### config.mk
export PLATFORM = sky130hd
export DESIGN_NAME = sector_cache_lru_manager_flat
export DESIGN_NICKNAME = d
export VERILOG_FILES = /design/src/sv/scl_pkg.sv /design/src/sv/scl_req_if.sv /design/src/sv/scl_rsp_if.sv /design/src/sv/scl_cfg_if.sv /design/src/sv/sector_cache_lru_manager.sv /design/src/flat_wrapper.sv
export SDC_FILE = /design/constraint.sdc
export NUM_CORES = 1
export LEC_CHECK = 0
export BUFFER_PORTS_ARGS = -buffer_cell sky130_fd_sc_hd__buf_2
export CAP_MARGIN = 5
export CORE_MARGIN = 4
export CORE_UTILIZATION = 40
export DETAILED_ROUTE_END_ITERATION = 8
export PLACE_DENSITY_LB_ADDON = 0.3
export SYNTH_ARGS = -nofsm -noshare
export SYNTH_HDL_FRONTEND = slang
export SYNTH_SLANG_ARGS = --single-unit
### constraint.sdc
create_clock -name clk -period 18.68 [get_ports clk]
set_input_delay 0.934 -clock clk [delete_from_list [all_inputs] [get_ports clk]]
set_output_delay 0.934 -clock clk [all_outputs]
set_load 0.05 [all_outputs]
### src/sv/scl_pkg.sv
// scl_pkg: shared types and constants of the sector cache lru manager
// field widths, request kinds, result codes, sequencer states
// no dependencies
package scl_pkg;

  localparam int DRIVE_W   = 4;
  localparam int SECTOR_W  = 32;
  localparam int KIND_W    = 3;
  localparam int ACTION_W  = 2;
  localparam int STATUS_W  = 3;
  localparam int SLOT_W    = 6;
  localparam int CFG_IDX_W = 2;
  localparam int CFG_DAT_W = 32;
  localparam int DPRES_W   = 16;

  // request kinds
  typedef enum logic [KIND_W-1:0] {
    KIND_OPEN         = 3'd0,
    KIND_MARK_READ    = 3'd1,
    KIND_MARK_WRITTEN = 3'd2,
    KIND_FLUSH_ONE    = 3'd3,
    KIND_FLUSH_ALL    = 3'd4,
    KIND_INVALIDATE   = 3'd5
  } kind_t;

  // result actions
  localparam logic [ACTION_W-1:0] ACT_ANSWER     = 2'd0;
  localparam logic [ACTION_W-1:0] ACT_WRITE_BACK = 2'd1;
  localparam logic [ACTION_W-1:0] ACT_FETCH      = 2'd2;

  // answer status codes
  localparam logic [STATUS_W-1:0] STAT_DONE       = 3'd0;
  localparam logic [STATUS_W-1:0] STAT_HIT        = 3'd1;
  localparam logic [STATUS_W-1:0] STAT_ALLOCATED  = 3'd2;
  localparam logic [STATUS_W-1:0] STAT_RANGE      = 3'd3;
  localparam logic [STATUS_W-1:0] STAT_NOT_CACHED = 3'd4;
  localparam logic [STATUS_W-1:0] STAT_NO_DRIVE   = 3'd5;

  // configuration register indexes
  localparam logic [CFG_IDX_W-1:0] CFG_SECTOR_LIMIT  = 2'd0;
  localparam logic [CFG_IDX_W-1:0] CFG_DRIVE_PRESENT = 2'd1;

  // sequencer states
  typedef enum logic [2:0] {
    S_IDLE,
    S_READ,
    S_EVAL,
    S_FLUSH_WB,
    S_DECIDE,
    S_CMD,
    S_ANS
  } state_t;

endpackage

### src/sv/scl_req_if.sv
// scl_req_if: request channel of the sector cache lru manager
// depends on scl_pkg for field widths
interface scl_req_if import scl_pkg::*; ();
  logic                valid;
  logic                ready;
  logic [KIND_W-1:0]   kind;
  logic [DRIVE_W-1:0]  drive;
  logic [SECTOR_W-1:0] sector;

  modport source (output valid, kind, drive, sector, input ready);
  modport sink (input valid, kind, drive, sector, output ready);
endinterface

### src/sv/scl_rsp_if.sv
// scl_rsp_if: result channel of the sector cache lru manager
// depends on scl_pkg for field widths
interface scl_rsp_if import scl_pkg::*; ();
  logic                valid;
  logic                ready;
  logic [ACTION_W-1:0] action;
  logic [STATUS_W-1:0] status;
  logic [SLOT_W-1:0]   slot;
  logic [DRIVE_W-1:0]  cmd_drive;
  logic [SECTOR_W-1:0] cmd_sector;
  logic                last;

  modport source (output valid, action, status, slot, cmd_drive, cmd_sector, last,
                  input ready);
  modport sink (input valid, action, status, slot, cmd_drive, cmd_sector, last,
                output ready);
endinterface

### src/sv/scl_cfg_if.sv
// scl_cfg_if: configuration write channel of the sector cache lru manager
// depends on scl_pkg for index and data widths
interface scl_cfg_if import scl_pkg::*; ();
  logic                 valid;
  logic                 ready;
  logic [CFG_IDX_W-1:0] index;
  logic [CFG_DAT_W-1:0] data;

  modport source (output valid, index, data, input ready);
  modport sink (input valid, index, data, output ready);
endinterface

### src/sv/sector_cache_lru_manager.sv
// Sequence: open, mark read, mark written and flush one scan every entry (a memory read and
// a compare per entry), then a decide step and the results, a command ahead of the answer
// where one is needed; flush all sends a write-back per dirty entry of a present drive
// during the scan, then the answer; invalidate and unknown kinds skip the scan. A result
// waits while the output register is held. One request at a time: ready is high only in idle.
// Reset: synchronous, clears valid/dirty/loaded flags, registers and output; no clearing pass.
// depends on scl_pkg, scl_req_if, scl_rsp_if, scl_cfg_if
module sector_cache_lru_manager import scl_pkg::*; #(
  parameter int ENTRIES  = 8,
  parameter int AGE_BITS = 16
) (
  input  logic      clk,
  input  logic      rst_n,
  scl_req_if.sink   in_ch,
  scl_rsp_if.source out_ch,
  scl_cfg_if.sink   cfg_ch
);

  localparam int IDX_W = (ENTRIES > 1) ? $clog2(ENTRIES) : 1;
  localparam logic [IDX_W-1:0]    LAST_IDX = IDX_W'(ENTRIES - 1);
  localparam logic [AGE_BITS-1:0] AGE_MAX  = {AGE_BITS{1'b1}};

  typedef struct packed {
    logic [DRIVE_W-1:0]  drive;
    logic [SECTOR_W-1:0] sector;
    logic [AGE_BITS-1:0] age;
  } word_t;

  // tag and age memory, one read and one write port
  word_t mem [ENTRIES];
  word_t rd_data_r;
  logic              mem_we;
  logic [IDX_W-1:0]  mem_waddr;
  word_t             mem_wdata;

  // configuration registers
  logic [SECTOR_W-1:0] sector_limit_r;
  logic [DPRES_W-1:0]  drive_present_r;

  // sequencer and request registers
  state_t              state_r, state_nxt;
  kind_t               kind_r, kind_nxt;
  logic [DRIVE_W-1:0]  drive_r, drive_nxt;
  logic [SECTOR_W-1:0] sector_r, sector_nxt;
  logic [IDX_W-1:0]    ptr_r, ptr_nxt;

  // scan results
  logic                hit_r, hit_nxt;
  logic [IDX_W-1:0]    hit_idx_r, hit_idx_nxt;
  logic [AGE_BITS-1:0] best_r, best_nxt;
  logic [IDX_W-1:0]    vic_idx_r, vic_idx_nxt;
  logic                stop_r, stop_nxt;
  logic                vic_wb_r, vic_wb_nxt;
  logic [DRIVE_W-1:0]  vic_drive_r, vic_drive_nxt;
  logic [SECTOR_W-1:0] vic_sector_r, vic_sector_nxt;

  // per-entry flags
  logic [ENTRIES-1:0] valid_r, valid_nxt;
  logic [ENTRIES-1:0] dirty_r, dirty_nxt;
  logic [ENTRIES-1:0] loaded_r, loaded_nxt;

  // pending command and answer
  logic [ACTION_W-1:0] cmd_action_r, cmd_action_nxt;
  logic [IDX_W-1:0]    cmd_slot_r, cmd_slot_nxt;
  logic [DRIVE_W-1:0]  cmd_drive_r, cmd_drive_nxt;
  logic [SECTOR_W-1:0] cmd_sector_r, cmd_sector_nxt;
  logic [STATUS_W-1:0] ans_status_r, ans_status_nxt;
  logic [IDX_W-1:0]    ans_slot_r, ans_slot_nxt;

  // output register
  logic                out_valid_r, out_valid_nxt;
  logic [ACTION_W-1:0] out_action_r, out_action_nxt;
  logic [STATUS_W-1:0] out_status_r, out_status_nxt;
  logic [SLOT_W-1:0]   out_slot_r, out_slot_nxt;
  logic [DRIVE_W-1:0]  out_drive_r, out_drive_nxt;
  logic [SECTOR_W-1:0] out_sector_r, out_sector_nxt;
  logic                out_last_r, out_last_nxt;

  logic out_free;

  assign in_ch.ready       = (state_r == S_IDLE);
  assign cfg_ch.ready      = 1'b1;
  assign out_ch.valid      = out_valid_r;
  assign out_ch.action     = out_action_r;
  assign out_ch.status     = out_status_r;
  assign out_ch.slot       = out_slot_r;
  assign out_ch.cmd_drive  = out_drive_r;
  assign out_ch.cmd_sector = out_sector_r;
  assign out_ch.last       = out_last_r;
  assign out_free          = !out_valid_r || out_ch.ready;

  // memory access
  always_ff @(posedge clk) begin
    if (mem_we) begin
      mem[mem_waddr] <= mem_wdata;
    end
    rd_data_r <= mem[ptr_r];
  end

  // configuration writes
  always_ff @(posedge clk) begin
    if (!rst_n) begin
      sector_limit_r  <= '0;
      drive_present_r <= '0;
    end else if (cfg_ch.valid) begin
      if (cfg_ch.index == CFG_SECTOR_LIMIT) begin
        sector_limit_r <= cfg_ch.data;
      end else if (cfg_ch.index == CFG_DRIVE_PRESENT) begin
        drive_present_r <= cfg_ch.data[DPRES_W-1:0];
      end
    end
  end

  // control state
  always_ff @(posedge clk) begin
    if (!rst_n) begin
      state_r     <= S_IDLE;
      valid_r     <= '0;
      dirty_r     <= '0;
      loaded_r    <= '0;
      out_valid_r <= 1'b0;
    end else begin
      state_r     <= state_nxt;
      valid_r     <= valid_nxt;
      dirty_r     <= dirty_nxt;
      loaded_r    <= loaded_nxt;
      out_valid_r <= out_valid_nxt;
    end
  end

  // payload and scan registers
  always_ff @(posedge clk) begin
    kind_r       <= kind_nxt;
    drive_r      <= drive_nxt;
    sector_r     <= sector_nxt;
    ptr_r        <= ptr_nxt;
    hit_r        <= hit_nxt;
    hit_idx_r    <= hit_idx_nxt;
    best_r       <= best_nxt;
    vic_idx_r    <= vic_idx_nxt;
    stop_r       <= stop_nxt;
    vic_wb_r     <= vic_wb_nxt;
    vic_drive_r  <= vic_drive_nxt;
    vic_sector_r <= vic_sector_nxt;
    cmd_action_r <= cmd_action_nxt;
    cmd_slot_r   <= cmd_slot_nxt;
    cmd_drive_r  <= cmd_drive_nxt;
    cmd_sector_r <= cmd_sector_nxt;
    ans_status_r <= ans_status_nxt;
    ans_slot_r   <= ans_slot_nxt;
    out_action_r <= out_action_nxt;
    out_status_r <= out_status_nxt;
    out_slot_r   <= out_slot_nxt;
    out_drive_r  <= out_drive_nxt;
    out_sector_r <= out_sector_nxt;
    out_last_r   <= out_last_nxt;
  end

  // sequencer: next state, shared scan compare, results
  always_comb begin
    logic                ent_valid;
    logic [AGE_BITS-1:0] age_in;
    logic [AGE_BITS-1:0] age_new;
    logic                match;
    logic                take;
    logic                advance;

    state_nxt      = state_r;
    kind_nxt       = kind_r;
    drive_nxt      = drive_r;
    sector_nxt     = sector_r;
    ptr_nxt        = ptr_r;
    hit_nxt        = hit_r;
    hit_idx_nxt    = hit_idx_r;
    best_nxt       = best_r;
    vic_idx_nxt    = vic_idx_r;
    stop_nxt       = stop_r;
    vic_wb_nxt     = vic_wb_r;
    vic_drive_nxt  = vic_drive_r;
    vic_sector_nxt = vic_sector_r;
    valid_nxt      = valid_r;
    dirty_nxt      = dirty_r;
    loaded_nxt     = loaded_r;
    cmd_action_nxt = cmd_action_r;
    cmd_slot_nxt   = cmd_slot_r;
    cmd_drive_nxt  = cmd_drive_r;
    cmd_sector_nxt = cmd_sector_r;
    ans_status_nxt = ans_status_r;
    ans_slot_nxt   = ans_slot_r;
    out_valid_nxt  = out_valid_r && !out_ch.ready;
    out_action_nxt = out_action_r;
    out_status_nxt = out_status_r;
    out_slot_nxt   = out_slot_r;
    out_drive_nxt  = out_drive_r;
    out_sector_nxt = out_sector_r;
    out_last_nxt   = out_last_r;
    mem_we         = 1'b0;
    mem_waddr      = ptr_r;
    mem_wdata      = rd_data_r;
    advance        = 1'b0;

    // compare and aging of the entry under the scan pointer
    ent_valid = valid_r[ptr_r];
    age_in    = ent_valid ? rd_data_r.age : AGE_MAX;
    age_new   = (ent_valid && (age_in != AGE_MAX)) ? age_in + 1'b1 : age_in;
    match     = ent_valid && (rd_data_r.drive == drive_r) && (rd_data_r.sector == sector_r);
    take      = !stop_r && (best_r <= age_new);

    unique case (state_r)
      S_IDLE: begin
        if (in_ch.valid) begin
          kind_nxt       = kind_t'(in_ch.kind);
          drive_nxt      = in_ch.drive;
          sector_nxt     = in_ch.sector;
          ptr_nxt        = '0;
          hit_nxt        = 1'b0;
          hit_idx_nxt    = '0;
          best_nxt       = '0;
          vic_idx_nxt    = '0;
          stop_nxt       = 1'b0;
          vic_wb_nxt     = 1'b0;
          ans_status_nxt = STAT_DONE;
          ans_slot_nxt   = '0;
          if (in_ch.kind <= KIND_W'(KIND_FLUSH_ALL)) begin
            state_nxt = S_READ;
          end else begin
            state_nxt = S_DECIDE;
          end
        end
      end

      // memory read of the entry under the pointer
      S_READ: begin
        state_nxt = S_EVAL;
      end

      S_EVAL: begin
        if (match && !hit_r) begin
          hit_nxt     = 1'b1;
          hit_idx_nxt = ptr_r;
        end
        if (kind_r == KIND_OPEN) begin
          // age the entry and track the oldest one as victim
          mem_we        = ent_valid;
          mem_wdata.age = age_new;
          if (take) begin
            best_nxt       = age_new;
            vic_idx_nxt    = ptr_r;
            vic_wb_nxt     = ent_valid && dirty_r[ptr_r];
            vic_drive_nxt  = rd_data_r.drive;
            vic_sector_nxt = rd_data_r.sector;
            stop_nxt       = (age_new == AGE_MAX);
          end
          advance = 1'b1;
        end else if (kind_r == KIND_FLUSH_ALL && ent_valid && dirty_r[ptr_r] &&
                     drive_present_r[rd_data_r.drive]) begin
          state_nxt = S_FLUSH_WB;
        end else begin
          advance = 1'b1;
        end
      end

      // write-back of one dirty entry during flush all
      S_FLUSH_WB: begin
        if (out_free) begin
          out_valid_nxt    = 1'b1;
          out_action_nxt   = ACT_WRITE_BACK;
          out_status_nxt   = STAT_DONE;
          out_slot_nxt     = SLOT_W'(ptr_r);
          out_drive_nxt    = rd_data_r.drive;
          out_sector_nxt   = rd_data_r.sector;
          out_last_nxt     = 1'b0;
          dirty_nxt[ptr_r] = 1'b0;
          advance          = 1'b1;
        end
      end

      // act on the scan result
      S_DECIDE: begin
        state_nxt = S_ANS;
        unique case (kind_r)
          KIND_OPEN: begin
            if (hit_r) begin
              mem_we         = 1'b1;
              mem_waddr      = hit_idx_r;
              mem_wdata      = {drive_r, sector_r, {AGE_BITS{1'b0}}};
              ans_status_nxt = STAT_HIT;
              ans_slot_nxt   = hit_idx_r;
            end else if (!drive_present_r[drive_r]) begin
              ans_status_nxt = STAT_NO_DRIVE;
            end else if (sector_r >= sector_limit_r) begin
              ans_status_nxt = STAT_RANGE;
            end else begin
              if (vic_wb_r && drive_present_r[vic_drive_r]) begin
                cmd_action_nxt = ACT_WRITE_BACK;
                cmd_slot_nxt   = vic_idx_r;
                cmd_drive_nxt  = vic_drive_r;
                cmd_sector_nxt = vic_sector_r;
                state_nxt      = S_CMD;
              end
              mem_we                = 1'b1;
              mem_waddr             = vic_idx_r;
              mem_wdata             = {drive_r, sector_r, {AGE_BITS{1'b0}}};
              valid_nxt[vic_idx_r]  = 1'b1;
              dirty_nxt[vic_idx_r]  = 1'b0;
              loaded_nxt[vic_idx_r] = 1'b0;
              ans_status_nxt        = STAT_ALLOCATED;
              ans_slot_nxt          = vic_idx_r;
            end
          end
          KIND_MARK_READ: begin
            ans_slot_nxt = hit_idx_r;
            if (!hit_r) begin
              ans_status_nxt = STAT_NOT_CACHED;
            end else if (!loaded_r[hit_idx_r]) begin
              loaded_nxt[hit_idx_r] = 1'b1;
              if (!drive_present_r[drive_r]) begin
                ans_status_nxt = STAT_NO_DRIVE;
              end else begin
                cmd_action_nxt = ACT_FETCH;
                cmd_slot_nxt   = hit_idx_r;
                cmd_drive_nxt  = drive_r;
                cmd_sector_nxt = sector_r;
                state_nxt      = S_CMD;
              end
            end
          end
          KIND_MARK_WRITTEN: begin
            ans_slot_nxt = hit_idx_r;
            if (!hit_r) begin
              ans_status_nxt = STAT_NOT_CACHED;
            end else begin
              dirty_nxt[hit_idx_r]  = 1'b1;
              loaded_nxt[hit_idx_r] = 1'b1;
            end
          end
          KIND_FLUSH_ONE: begin
            ans_slot_nxt = hit_idx_r;
            if (!hit_r) begin
              ans_status_nxt = STAT_NOT_CACHED;
            end else if (dirty_r[hit_idx_r]) begin
              if (drive_present_r[drive_r]) begin
                dirty_nxt[hit_idx_r] = 1'b0;
                cmd_action_nxt       = ACT_WRITE_BACK;
                cmd_slot_nxt         = hit_idx_r;
                cmd_drive_nxt        = drive_r;
                cmd_sector_nxt       = sector_r;
                state_nxt            = S_CMD;
              end else begin
                ans_status_nxt = STAT_NO_DRIVE;
              end
            end
          end
          KIND_INVALIDATE: begin
            valid_nxt  = '0;
            dirty_nxt  = '0;
            loaded_nxt = '0;
          end
          default: begin
          end
        endcase
        // slot zero stands for "no entry" on a miss
        if (!hit_r && kind_r != KIND_OPEN) begin
          ans_slot_nxt = '0;
        end
      end

      // command ahead of the answer
      S_CMD: begin
        if (out_free) begin
          out_valid_nxt  = 1'b1;
          out_action_nxt = cmd_action_r;
          out_status_nxt = STAT_DONE;
          out_slot_nxt   = SLOT_W'(cmd_slot_r);
          out_drive_nxt  = cmd_drive_r;
          out_sector_nxt = cmd_sector_r;
          out_last_nxt   = 1'b0;
          state_nxt      = S_ANS;
        end
      end

      // final answer of the request
      S_ANS: begin
        if (out_free) begin
          out_valid_nxt  = 1'b1;
          out_action_nxt = ACT_ANSWER;
          out_status_nxt = ans_status_r;
          out_slot_nxt   = SLOT_W'(ans_slot_r);
          out_drive_nxt  = '0;
          out_sector_nxt = '0;
          out_last_nxt   = 1'b1;
          state_nxt      = S_IDLE;
        end
      end

      default: begin
        state_nxt = S_IDLE;
      end
    endcase

    // step the scan pointer or leave the scan
    if (advance) begin
      if (ptr_r == LAST_IDX) begin
        state_nxt = (kind_r == KIND_FLUSH_ALL) ? S_ANS : S_DECIDE;
      end else begin
        ptr_nxt   = ptr_r + 1'b1;
        state_nxt = S_READ;
      end
    end
  end

endmodule
### src/flat_wrapper.sv
// flat-port wrapper written by rule: the top's interface ports become plain ports
module sector_cache_lru_manager_flat import scl_pkg::*;
#(
  parameter int ENTRIES  = 8,
  parameter int AGE_BITS = 16
)
  (clk, rst_n, in_ch_valid, in_ch_kind, in_ch_drive, in_ch_sector, in_ch_ready, out_ch_valid, out_ch_action, out_ch_status, out_ch_slot, out_ch_cmd_drive, out_ch_cmd_sector, out_ch_last, out_ch_ready, cfg_ch_valid, cfg_ch_index, cfg_ch_data, cfg_ch_ready);
  scl_req_if in_ch_i ();
  scl_rsp_if out_ch_i ();
  scl_cfg_if cfg_ch_i ();
  input  logic clk;
  input  logic rst_n;
  input wire logic [$bits(in_ch_i.valid)-1:0] in_ch_valid;
  input wire logic [$bits(in_ch_i.kind)-1:0] in_ch_kind;
  input wire logic [$bits(in_ch_i.drive)-1:0] in_ch_drive;
  input wire logic [$bits(in_ch_i.sector)-1:0] in_ch_sector;
  output wire logic [$bits(in_ch_i.ready)-1:0] in_ch_ready;
  output wire logic [$bits(out_ch_i.valid)-1:0] out_ch_valid;
  output wire logic [$bits(out_ch_i.action)-1:0] out_ch_action;
  output wire logic [$bits(out_ch_i.status)-1:0] out_ch_status;
  output wire logic [$bits(out_ch_i.slot)-1:0] out_ch_slot;
  output wire logic [$bits(out_ch_i.cmd_drive)-1:0] out_ch_cmd_drive;
  output wire logic [$bits(out_ch_i.cmd_sector)-1:0] out_ch_cmd_sector;
  output wire logic [$bits(out_ch_i.last)-1:0] out_ch_last;
  input wire logic [$bits(out_ch_i.ready)-1:0] out_ch_ready;
  input wire logic [$bits(cfg_ch_i.valid)-1:0] cfg_ch_valid;
  input wire logic [$bits(cfg_ch_i.index)-1:0] cfg_ch_index;
  input wire logic [$bits(cfg_ch_i.data)-1:0] cfg_ch_data;
  output wire logic [$bits(cfg_ch_i.ready)-1:0] cfg_ch_ready;
  assign in_ch_i.valid = in_ch_valid;
  assign in_ch_i.kind = in_ch_kind;
  assign in_ch_i.drive = in_ch_drive;
  assign in_ch_i.sector = in_ch_sector;
  assign in_ch_ready = in_ch_i.ready;
  assign out_ch_valid = out_ch_i.valid;
  assign out_ch_action = out_ch_i.action;
  assign out_ch_status = out_ch_i.status;
  assign out_ch_slot = out_ch_i.slot;
  assign out_ch_cmd_drive = out_ch_i.cmd_drive;
  assign out_ch_cmd_sector = out_ch_i.cmd_sector;
  assign out_ch_last = out_ch_i.last;
  assign out_ch_i.ready = out_ch_ready;
  assign cfg_ch_i.valid = cfg_ch_valid;
  assign cfg_ch_i.index = cfg_ch_index;
  assign cfg_ch_i.data = cfg_ch_data;
  assign cfg_ch_ready = cfg_ch_i.ready;
  sector_cache_lru_manager #(.ENTRIES(ENTRIES), .AGE_BITS(AGE_BITS)) u_core (.clk(clk), .rst_n(rst_n), .in_ch(in_ch_i), .out_ch(out_ch_i), .cfg_ch(cfg_ch_i));
endmodule
==> results of run 1 <==
-- critical path, stage by stage (launching register included) --
cell	delay (ns)
dfxtp_1	0.87
mux4_2	0.66
mux2_2	0.36
nand2b_1	0.11
ha_1	0.22
nand2_1	0.15
or4_1	0.70
nand2_1	0.17
nor2_1	0.06
xnor2_1	0.12
nor2_1	0.26
ha_1	0.31
a21o_1	0.16
a21o_1	0.16
a2111oi_0	0.48
o221ai_1	0.27
a211oi_1	0.30
or2_2	0.89
-- cell type report --
cell class              count  area share (%)
clock buffers              97            5.99
clock inverters            38           0.952
well taps                 969            3.56
flip-flops and latches    739            61.3
multi-input cells        1159            25.1
inverters                  58           0.639
repair buffers            150            2.40
-- placed cells by master, fill, tap and decap left out, types with 8 or more instances in the layout --
cell type  netlist  layout
xor2_1           8       8
nand3_1         27      27
xnor2_1         36      36
clkbuf_1       104      13
a21oi_1         39      39
nor2_1          68      66
mux4_2          20      20
edfxtp_1       608     608
clkbuf_8         0      10
mux2i_1          9       9
mux2_4          35      35
and3_1          10       8
a22oi_1        215     215
buf_4            6      26
and2_1          11      10
nor3_1          31      21
dfxtp_1        131     131
mux2_2          40      40
clkinv_2         0      14
a21boi_0        53      53
o211ai_1        11      11
o21ai_0         56      56
clkinv_1         1      16
ha_1            50      50
a22o_1          37      37
clkbuf_16        0      74
nand2_1        175     174
a21o_1           9       9
inv_1           56      55
o31ai_1         12      12
nor3_2           0      10
buf_2            6     124
nand4_1         72      72
nor3b_1         14       8
-- metal layers --
layer  wire length [um]  vias up  GRT usage (%)
met3               5340      115           3.01
met1              33900     9463           26.5
met5                  0        -              0
li1                   -     8311              -
met2              37900      722           32.0
met4               1880        0           6.32
-- power by group through the flow --
stage | clock [mW] | combinational, mW | sequential, mW
5_1_grt | 1.55 | 1.11 | 2.35
6_report | 1.45 | 1.03 | 2.34
3_5_place_dp | 0 | 1.02 | 2.36
2_1_floorplan | 0 | 0.688 | 2.29
3_3_place_gp | 0 | 0.998 | 2.36
4_1_cts | 1.47 | 1.02 | 2.33
-- state kept, by name, indices dropped and copies added (netlist names), 4 cells and up --
signal,count
u_core.best_r,16
u_core.vic_drive_r,4
u_core.mem,416
u_core.sector_r,32
u_core.out_ch.cmd_drive,4
u_core.out_ch.cmd_sector,32
u_core.drive_present_r,16
u_core.dirty_r,8
u_core.vic_sector_r,32
u_core.loaded_r,8
u_core.cmd_drive_r,4
u_core.drive_r,4
u_core.sector_limit_r,32
u_core.rd_data_r,52
u_core.valid_r,8
u_core.cmd_sector_r,32
-- stage by stage --
step | cell area (um^2) | std cells
after floorplan | 30100 | 2085
after global placement | 31700 | 3075
after detailed placement | 31700 | 3075
after CTS | 34100 | 3210
after global routing | 34100 | 3210
final | 34100 | 3210
-- worst min path at each step --
stage | startpoint | endpoint | slack, ns
after global routing | u_core.valid_r[6]$_SDFFE_PN0P_ | u_core.valid_r[6]$_SDFFE_PN0P_ | 0.47
after CTS | in_ch_sector[8] | u_core.sector_r[8]$_DFFE_PP_ | 0.45
after global placement | u_core.valid_r[4]$_SDFFE_PN0P_ | u_core.valid_r[4]$_SDFFE_PN0P_ | 0.44
after detailed placement | u_core.valid_r[6]$_SDFFE_PN0P_ | u_core.valid_r[6]$_SDFFE_PN0P_ | 0.44
final | u_core.valid_r[6]$_SDFFE_PN0P_ | u_core.valid_r[6]$_SDFFE_PN0P_ | 0.46
after floorplan | u_core.rd_data_r[48]$_DFF_P_ | u_core.vic_drive_r[0]$_DFFE_PP_ | 0.40
-- cell families after synthesis --
group,Yosys count,share of synthesized area (%)
flip-flops,739,69.4
AO/OA/AOI/OAI,497,12.0
AND/OR/NAND/NOR,458,7.53
buffers and inverters,187,2.58
multiplexers,105,5.11
adder cells (fa/ha/maj),51,2.11
XOR/XNOR,44,1.28
other,2,0.0250
==> summary.txt, run 1 <==
Status
  • Status: finished, final reports clean

Cells and area
  • FF/Latch Area: 0.0209 mm^2
  • Filler cell count: 6461
  • Syn-to-layout area delta: 13.1%
  • Nets: 2309
  • Ant. Diodes: 0
  • Multi-input gate area: 0.00856 mm^2
  • Final Util: 45.7%
  • Fraction of layout cells with a size suffix above 1: 17.7%

CTS
  • CTS Buf Count: 73
  • Hold-fix buffers at CTS: 0
  • CTS tree: yes
  • CTS max path bufs: 3
  • Post-CTS sizing: 0
  • Clock latency on the worst-skew pair: 0.62 ns
  • Setup bufs post-CTS: 0
  • H-Tree Depth: 3
  • Clock root cell: clkbuf_16
  • Clock transition at path regs: 0.06 ns
  • # clock sinks: 739

Worst setup path
  • Crit path max fanout: 36
  • Worst setup EP type: flip-flop
  • Crit path to: u_core.vic_sector_r[29]$_DFFE_PP_
  • CP Class: flip-flop to flip-flop
  • Arr. time, crit path: 6.91 ns
  • CP startpoint: u_core.ptr_r[0]$_DFF_P_
  • WP data required: 18.90 ns
  • Setup slack, reg-to-reg: 11.99 ns
  • FF-to-FF path depth: 17
  • Setup crit start kind: flip-flop
  • R2R Path Start: u_core.ptr_r[0]$_DFF_P_
  • Worst R2R End: u_core.vic_sector_r[29]$_DFFE_PP_

Power
  • Final Power: 4.81 mW
  • Peak VDD IR: 0.0921 mV
  • Register share of total power: 48.6%
  • Leakage: 11.3 nW
  • Clock power share: 30.0%
  • Sw Ratio: 31.3%
  • P_int: 3.31 mW
  • Power per cell area: 141 mW/mm^2
  • Logic pwr share: 21.4%
  • Switching power: 1.51 mW

Routing
  • DRC Markers: 0
  • DR vias/cell: 5.80
  • DRT Pass-1 Iters: 6
  • Vias: 18611
  • ANT nets after route: 0
  • Post-detailed-route wirelength per cell: 24.6 um
  • Final WL: 79.0 mm
  • Initial DRC count: 1550

Run
  • Total of max-cap violations: 0

Die
  • Die X: 282 um
  • Rows: 100
  • Die ar.: 0.0797 mm^2
  • Core ar.: 0.0746 mm^2
  • Top Ports: 129
  • Initial Util: 40.4%
  • Die Y: 282 um

Synthesis
  • Post-synth top flop: edfxtp_1
  • Synth async-reset ratio: 0%
  • Count leader, synth: edfxtp_1
  • Synth Register Bits: 739
  • Synth cell types: 84
  • Synth top area share: 60.7%
  • Syn Inst Count: 2083
  • Sequential-to-total area share from yosys stat: 69.4%
  • Post-Syn Area: 0.0301 mm^2
  • Number of flops mapped to enable cells by yosys: 608
  • Synth top area cells: edfxtp_1 61%, dfxtp_1 8.7%, a22oi_1 5.4%
  • Post-Syn Area per Cell: 14.4 um^2
  • Yosys top cell by area: edfxtp_1
  • Yosys warns: 0
  • Most frequent cells after synthesis: 608 x edfxtp_1, 215 x a22oi_1, 175 x nand2_1, 131 x dfxtp_1, 104 x clkbuf_1

Worst hold path
  • Depth of the worst hold-timing path: 2
  • Tightest Hold Check Type: flip-flop to flip-flop

STA
  • Final setup vio count: 0
  • Worst setup margin: 11.99 ns
  • Slew @ Worst Pin: 1.15 ns
  • Setup TNS Final: 0 ns
  • Fin crit period: 6.69 ns
  • Rel. slew slack: 22.8%
  • Fin Hold WS: 0.457 ns
  • Peak Freq: 149 MHz
  • Final period utilization: 35.8%
  • Final Hold Viols: 0
  • Slew Limit Fails: 0
  • Clk_skew: 0.0341 ns
  • RSZ-0062 raised after global routing: no

Global routing
  • Grt ovf: 0
  • Antenna violations before repair: 0
  • First-pass GRT wire length: 117 mm
  • Vias in the first global route: 18625
  • GR Util All Layers: 19.4%
  • Largest net degree at the start of global routing: 74

Placement
  • Dpl ws: 12.15 ns
  • DP HPWL: 47.5 mm
  • PortBufs: 124
  • Gp weighted congestion: 0.881
(Power assumes the default switching activity.)
==> run 2, diff against run 1 <==
Clock period 18.68 ns to 6 ns, I/O delays scaled along.
==> run 2 against run 1 <==
  * Sequential share of layout area down 1.5 points
  * Wire length fell by 0.44%
  * Worst hold slack worse by 0.31 ns
  * Non-clock buffer count rose by 77
  * Global-route usage shrank 0.16 points
  * Highest routed layer unchanged
==> summary.txt, run 2 (same netlist as run 1, synthesis figures left out) <==
STA
  • Worst setup margin: 0.611 ns (-11.38 ns)
  • Fin Hold WS: 0.144 ns (-0.314 ns)
  • Setup TNS Final: 0 ns (unchanged)
  • Rel. slew slack: 13.7% (-9.1 points)
  • Peak Freq: 186 MHz (+24%)
  • Final setup vio count: 0 (unchanged)
  • Final period utilization: 89.8% (+54 points)
  • Final Hold Viols: 0 (unchanged)
  • Slew @ Worst Pin: 1.28 ns (+0.128 ns)
  • Slew Limit Fails: 0 (unchanged)
  • Fin crit period: 5.39 ns (-1.30 ns)
  • Clk_skew: 0.0237 ns (-0.0104 ns)
  • RSZ-0062 raised after global routing: no

Worst hold path
  • Tightest Hold Check Type: input pin to flip-flop
  • WHS Endpoint: u_core.out_ch.valid$_SDFF_PN0_
  • Min-Delay Startpoint: out_ch_ready
  • Depth of the worst hold-timing path: 3 (+1)

Power
  • Final Power: 15.0 mW (+210%)
  • P_int: 10.3 mW (+210%)
  • Logic pwr share: 22.0% (+0.6 points)
  • Register share of total power: 48.2% (-0.4 points)
  • Clock power share: 29.8% (-0.2 points)
  • Switching power: 4.72 mW (+210%)
  • Sw Ratio: 31.4% (about the same)
  • Leakage: 11.7 nW (+2.9%)
  • Peak VDD IR: 0.273 mV (+200%)
  • Power per cell area: 430 mW/mm^2 (+200%)

Worst setup path
  • CP Class: flip-flop to flip-flop
  • Setup crit start kind: flip-flop
  • Arr. time, crit path: 5.70 ns (-1.21 ns)
  • Worst setup EP type: flip-flop
  • Setup slack, reg-to-reg: 0.61 ns (-11.38 ns)
  • FF-to-FF path depth: 18 (+1)
  • Worst R2R End: u_core.best_r[13]$_SDFFCE_PN0P_
  • Crit path max fanout: 16 (-56%)
  • R2R Path Start: u_core.ptr_r[0]$_DFF_P_
  • WP data required: 6.31 ns (-12.59 ns)

Global routing
  • Antenna violations before repair: 0 (unchanged)
  • Met2 GRT Util: 31.5% (-0.42 points)
  • GR Layer Usage met1: 26.6% (+0.079 points)
  • GR peak layer: met2
  • GR Util All Layers: 19.2% (-0.16 points)
  • First-pass GRT wire length: 116 mm (-0.48%)
  • Met3 global-route usage: 3.00% (-0.017 points)
  • Grt ovf: 0 (unchanged)
  • Vias in the first global route: 18743 (+0.63%)
  • Largest net degree at the start of global routing: 74 (unchanged)

Routing
  • Vias: 18977 (+2.0%)
  • Final WL: 78.7 mm (-0.44%)
  • DRC Markers: 0 (unchanged)
  • ANT nets after route: 0 (unchanged)
  • DR vias/cell: 5.77 (-0.45%)
  • DRT Pass-1 Iters: 6 (unchanged)
  • Initial DRC count: 1949 (+26%)
  • Post-detailed-route wirelength per cell: 23.9 um (-2.8%)

Cells and area
  • Biggest register: u_core.mem
  • FF/Latch Area: 0.0209 mm^2 (about the same)
  • Largest regs: u_core.mem x416, u_core.rd_data_r x52
  • Most common cell after layout, fill and taps aside: edfxtp_1
  • Multi-input gate area: 0.00859 mm^2 (+0.29%)
  • Nets: 2386 (+3.3%)
  • Filler cell count: 6390 (-1.1%)
  • Largest register FFs: 416 (unchanged)
  • Final Util: 46.8% (+1.2 points)
  • Syn-to-layout area delta: 16.1%
  • Most frequent cells in the layout: 608 x edfxtp_1, 215 x a22oi_1, 174 x nand2_1, 130 x dfxtp_1, 124 x buf_2
  • Fraction of layout cells with a size suffix above 1: 17.6% (-0.16 points)

Die
  • Die ar.: 0.0797 mm^2 (unchanged)
  • Die Y: 282 um (unchanged)
  • Core ar.: 0.0746 mm^2 (unchanged)
  • Top Ports: 129 (unchanged)
  • Die X: 282 um (unchanged)
  • Rows: 100 (unchanged)
  • Initial Util: 40.4% (unchanged)

Placement
  • Gp weighted congestion: 0.884 (+0.32%)
  • DP HPWL: 47.0 mm (-1.1%)
  • Dpl ws: 0.537 ns (-11.62 ns)
  • PortBufs: 124 (unchanged)

CTS
  • CTS max path bufs: 3 (unchanged)
  • CTS tree: yes
  • CTS Buf Count: 73 (unchanged)
  • Clock transition at path regs: 0.06 ns (about the same)
  • Setup bufs post-CTS: 0 (unchanged)
  • Clock latency on the worst-skew pair: 0.62 ns (about the same)
  • Clock root cell: clkbuf_16
  • # clock sinks: 739 (unchanged)
  • H-Tree Depth: 3 (unchanged)

Run
  • Total of max-cap violations: 0 (unchanged)

Status
  • Status: finished, final reports clean
[run 2: changes by cell type in the layout (fill, tap and decap cells not counted), sizes merged]
cell / before / now
buf: 150 / 156
clkinvlp: 0 / 3
inv: 59 / 61
diode: 0 / 1
dlygate4sd3: 0 / 71
bufinv: 4 / 5
clkbuf: 97 / 91
[run 2: cell type report]
cell class | instances | area share (%)
clock buffers | 91 | 5.60
well taps | 969 | 3.47
multi-input cells | 1159 | 24.6
diodes | 1 | 0.00716
repair buffers | 227 | 4.82
inverters | 58 | 0.623
flip-flops and latches | 739 | 59.8
clock inverters | 44 | 1.12
[run 2: worst max-delay path: stages, from the launching register on]
cell and delay (ns):
dfxtp_1 0.38, mux4_2 0.58, mux2_2 0.36, nand2_1 0.10, ha_1 0.24, nand2_1 0.15, or4_1 0.54, nand2_1 0.13
nor2_1 0.06, xnor2_1 0.12, nor2_1 0.24, ha_1 0.31, a21o_1 0.16, a21o_1 0.17, a2111oi_0 0.44, o221ai_1 0.28
a211oi_1 0.29, or3_1 0.33, buf_12 0.20
[run 2: power by group through the flow]
stage          registers, mW  clock network [mW]  logic, mW
2_1_floorplan           7.14                   0       2.14
3_3_place_gp            7.31                   0       3.16
3_5_place_dp            7.32                   0       3.24
4_1_cts                 7.22                4.57       3.29
5_1_grt                 7.28                4.81       3.55
6_report                7.24                4.49       3.31
[run 2: worst max path at each step]
stage	depth (start not counted)	slack [ns]	endpoint	start
2_1_floorplan	9	-0.47	u_core.mem[6][0]$_DFFE_PP_	u_core.sector_r[10]$_DFFE_PP_
3_3_place_gp	18	0.67	u_core.best_r[11]$_SDFFCE_PN0P_	u_core.ptr_r[2]$_DFF_P_
3_5_place_dp	18	0.54	u_core.best_r[8]$_SDFFCE_PN0P_	u_core.ptr_r[2]$_DFF_P_
4_1_cts	18	0.48	u_core.best_r[8]$_SDFFCE_PN0P_	u_core.ptr_r[2]$_DFF_P_
5_1_grt	18	0.14	u_core.best_r[8]$_SDFFCE_PN0P_	u_core.ptr_r[0]$_DFF_P_
6_report	18	0.61	u_core.best_r[13]$_SDFFCE_PN0P_	u_core.ptr_r[0]$_DFF_P_
[run 2: what timing repair did]
action	CTS	global route
hold buffers	71	0
resized for setup	0	1
hold endpoints to repair	83	0
endpoints found under the setup margin	0	5
[run 2: per-stage QoR]
| stage | cells | cell area (um^2) |
|---|---|---|
| 3_3_place_gp | 3081 | 31900 |
| 5_1_grt | 3287 | 34900 |
| 6_report | 3288 | 34900 |
| 4_1_cts | 3287 | 34900 |
| 2_1_floorplan | 2085 | 30100 |
| 3_5_place_dp | 3081 | 31900 |
[run 2: metal layers]
metal	wire length [um]	part of all wire (%)
met4	1810	2.3
met3	5820	7.4
met2	37500	48
met5	0	0
met1	33600	43
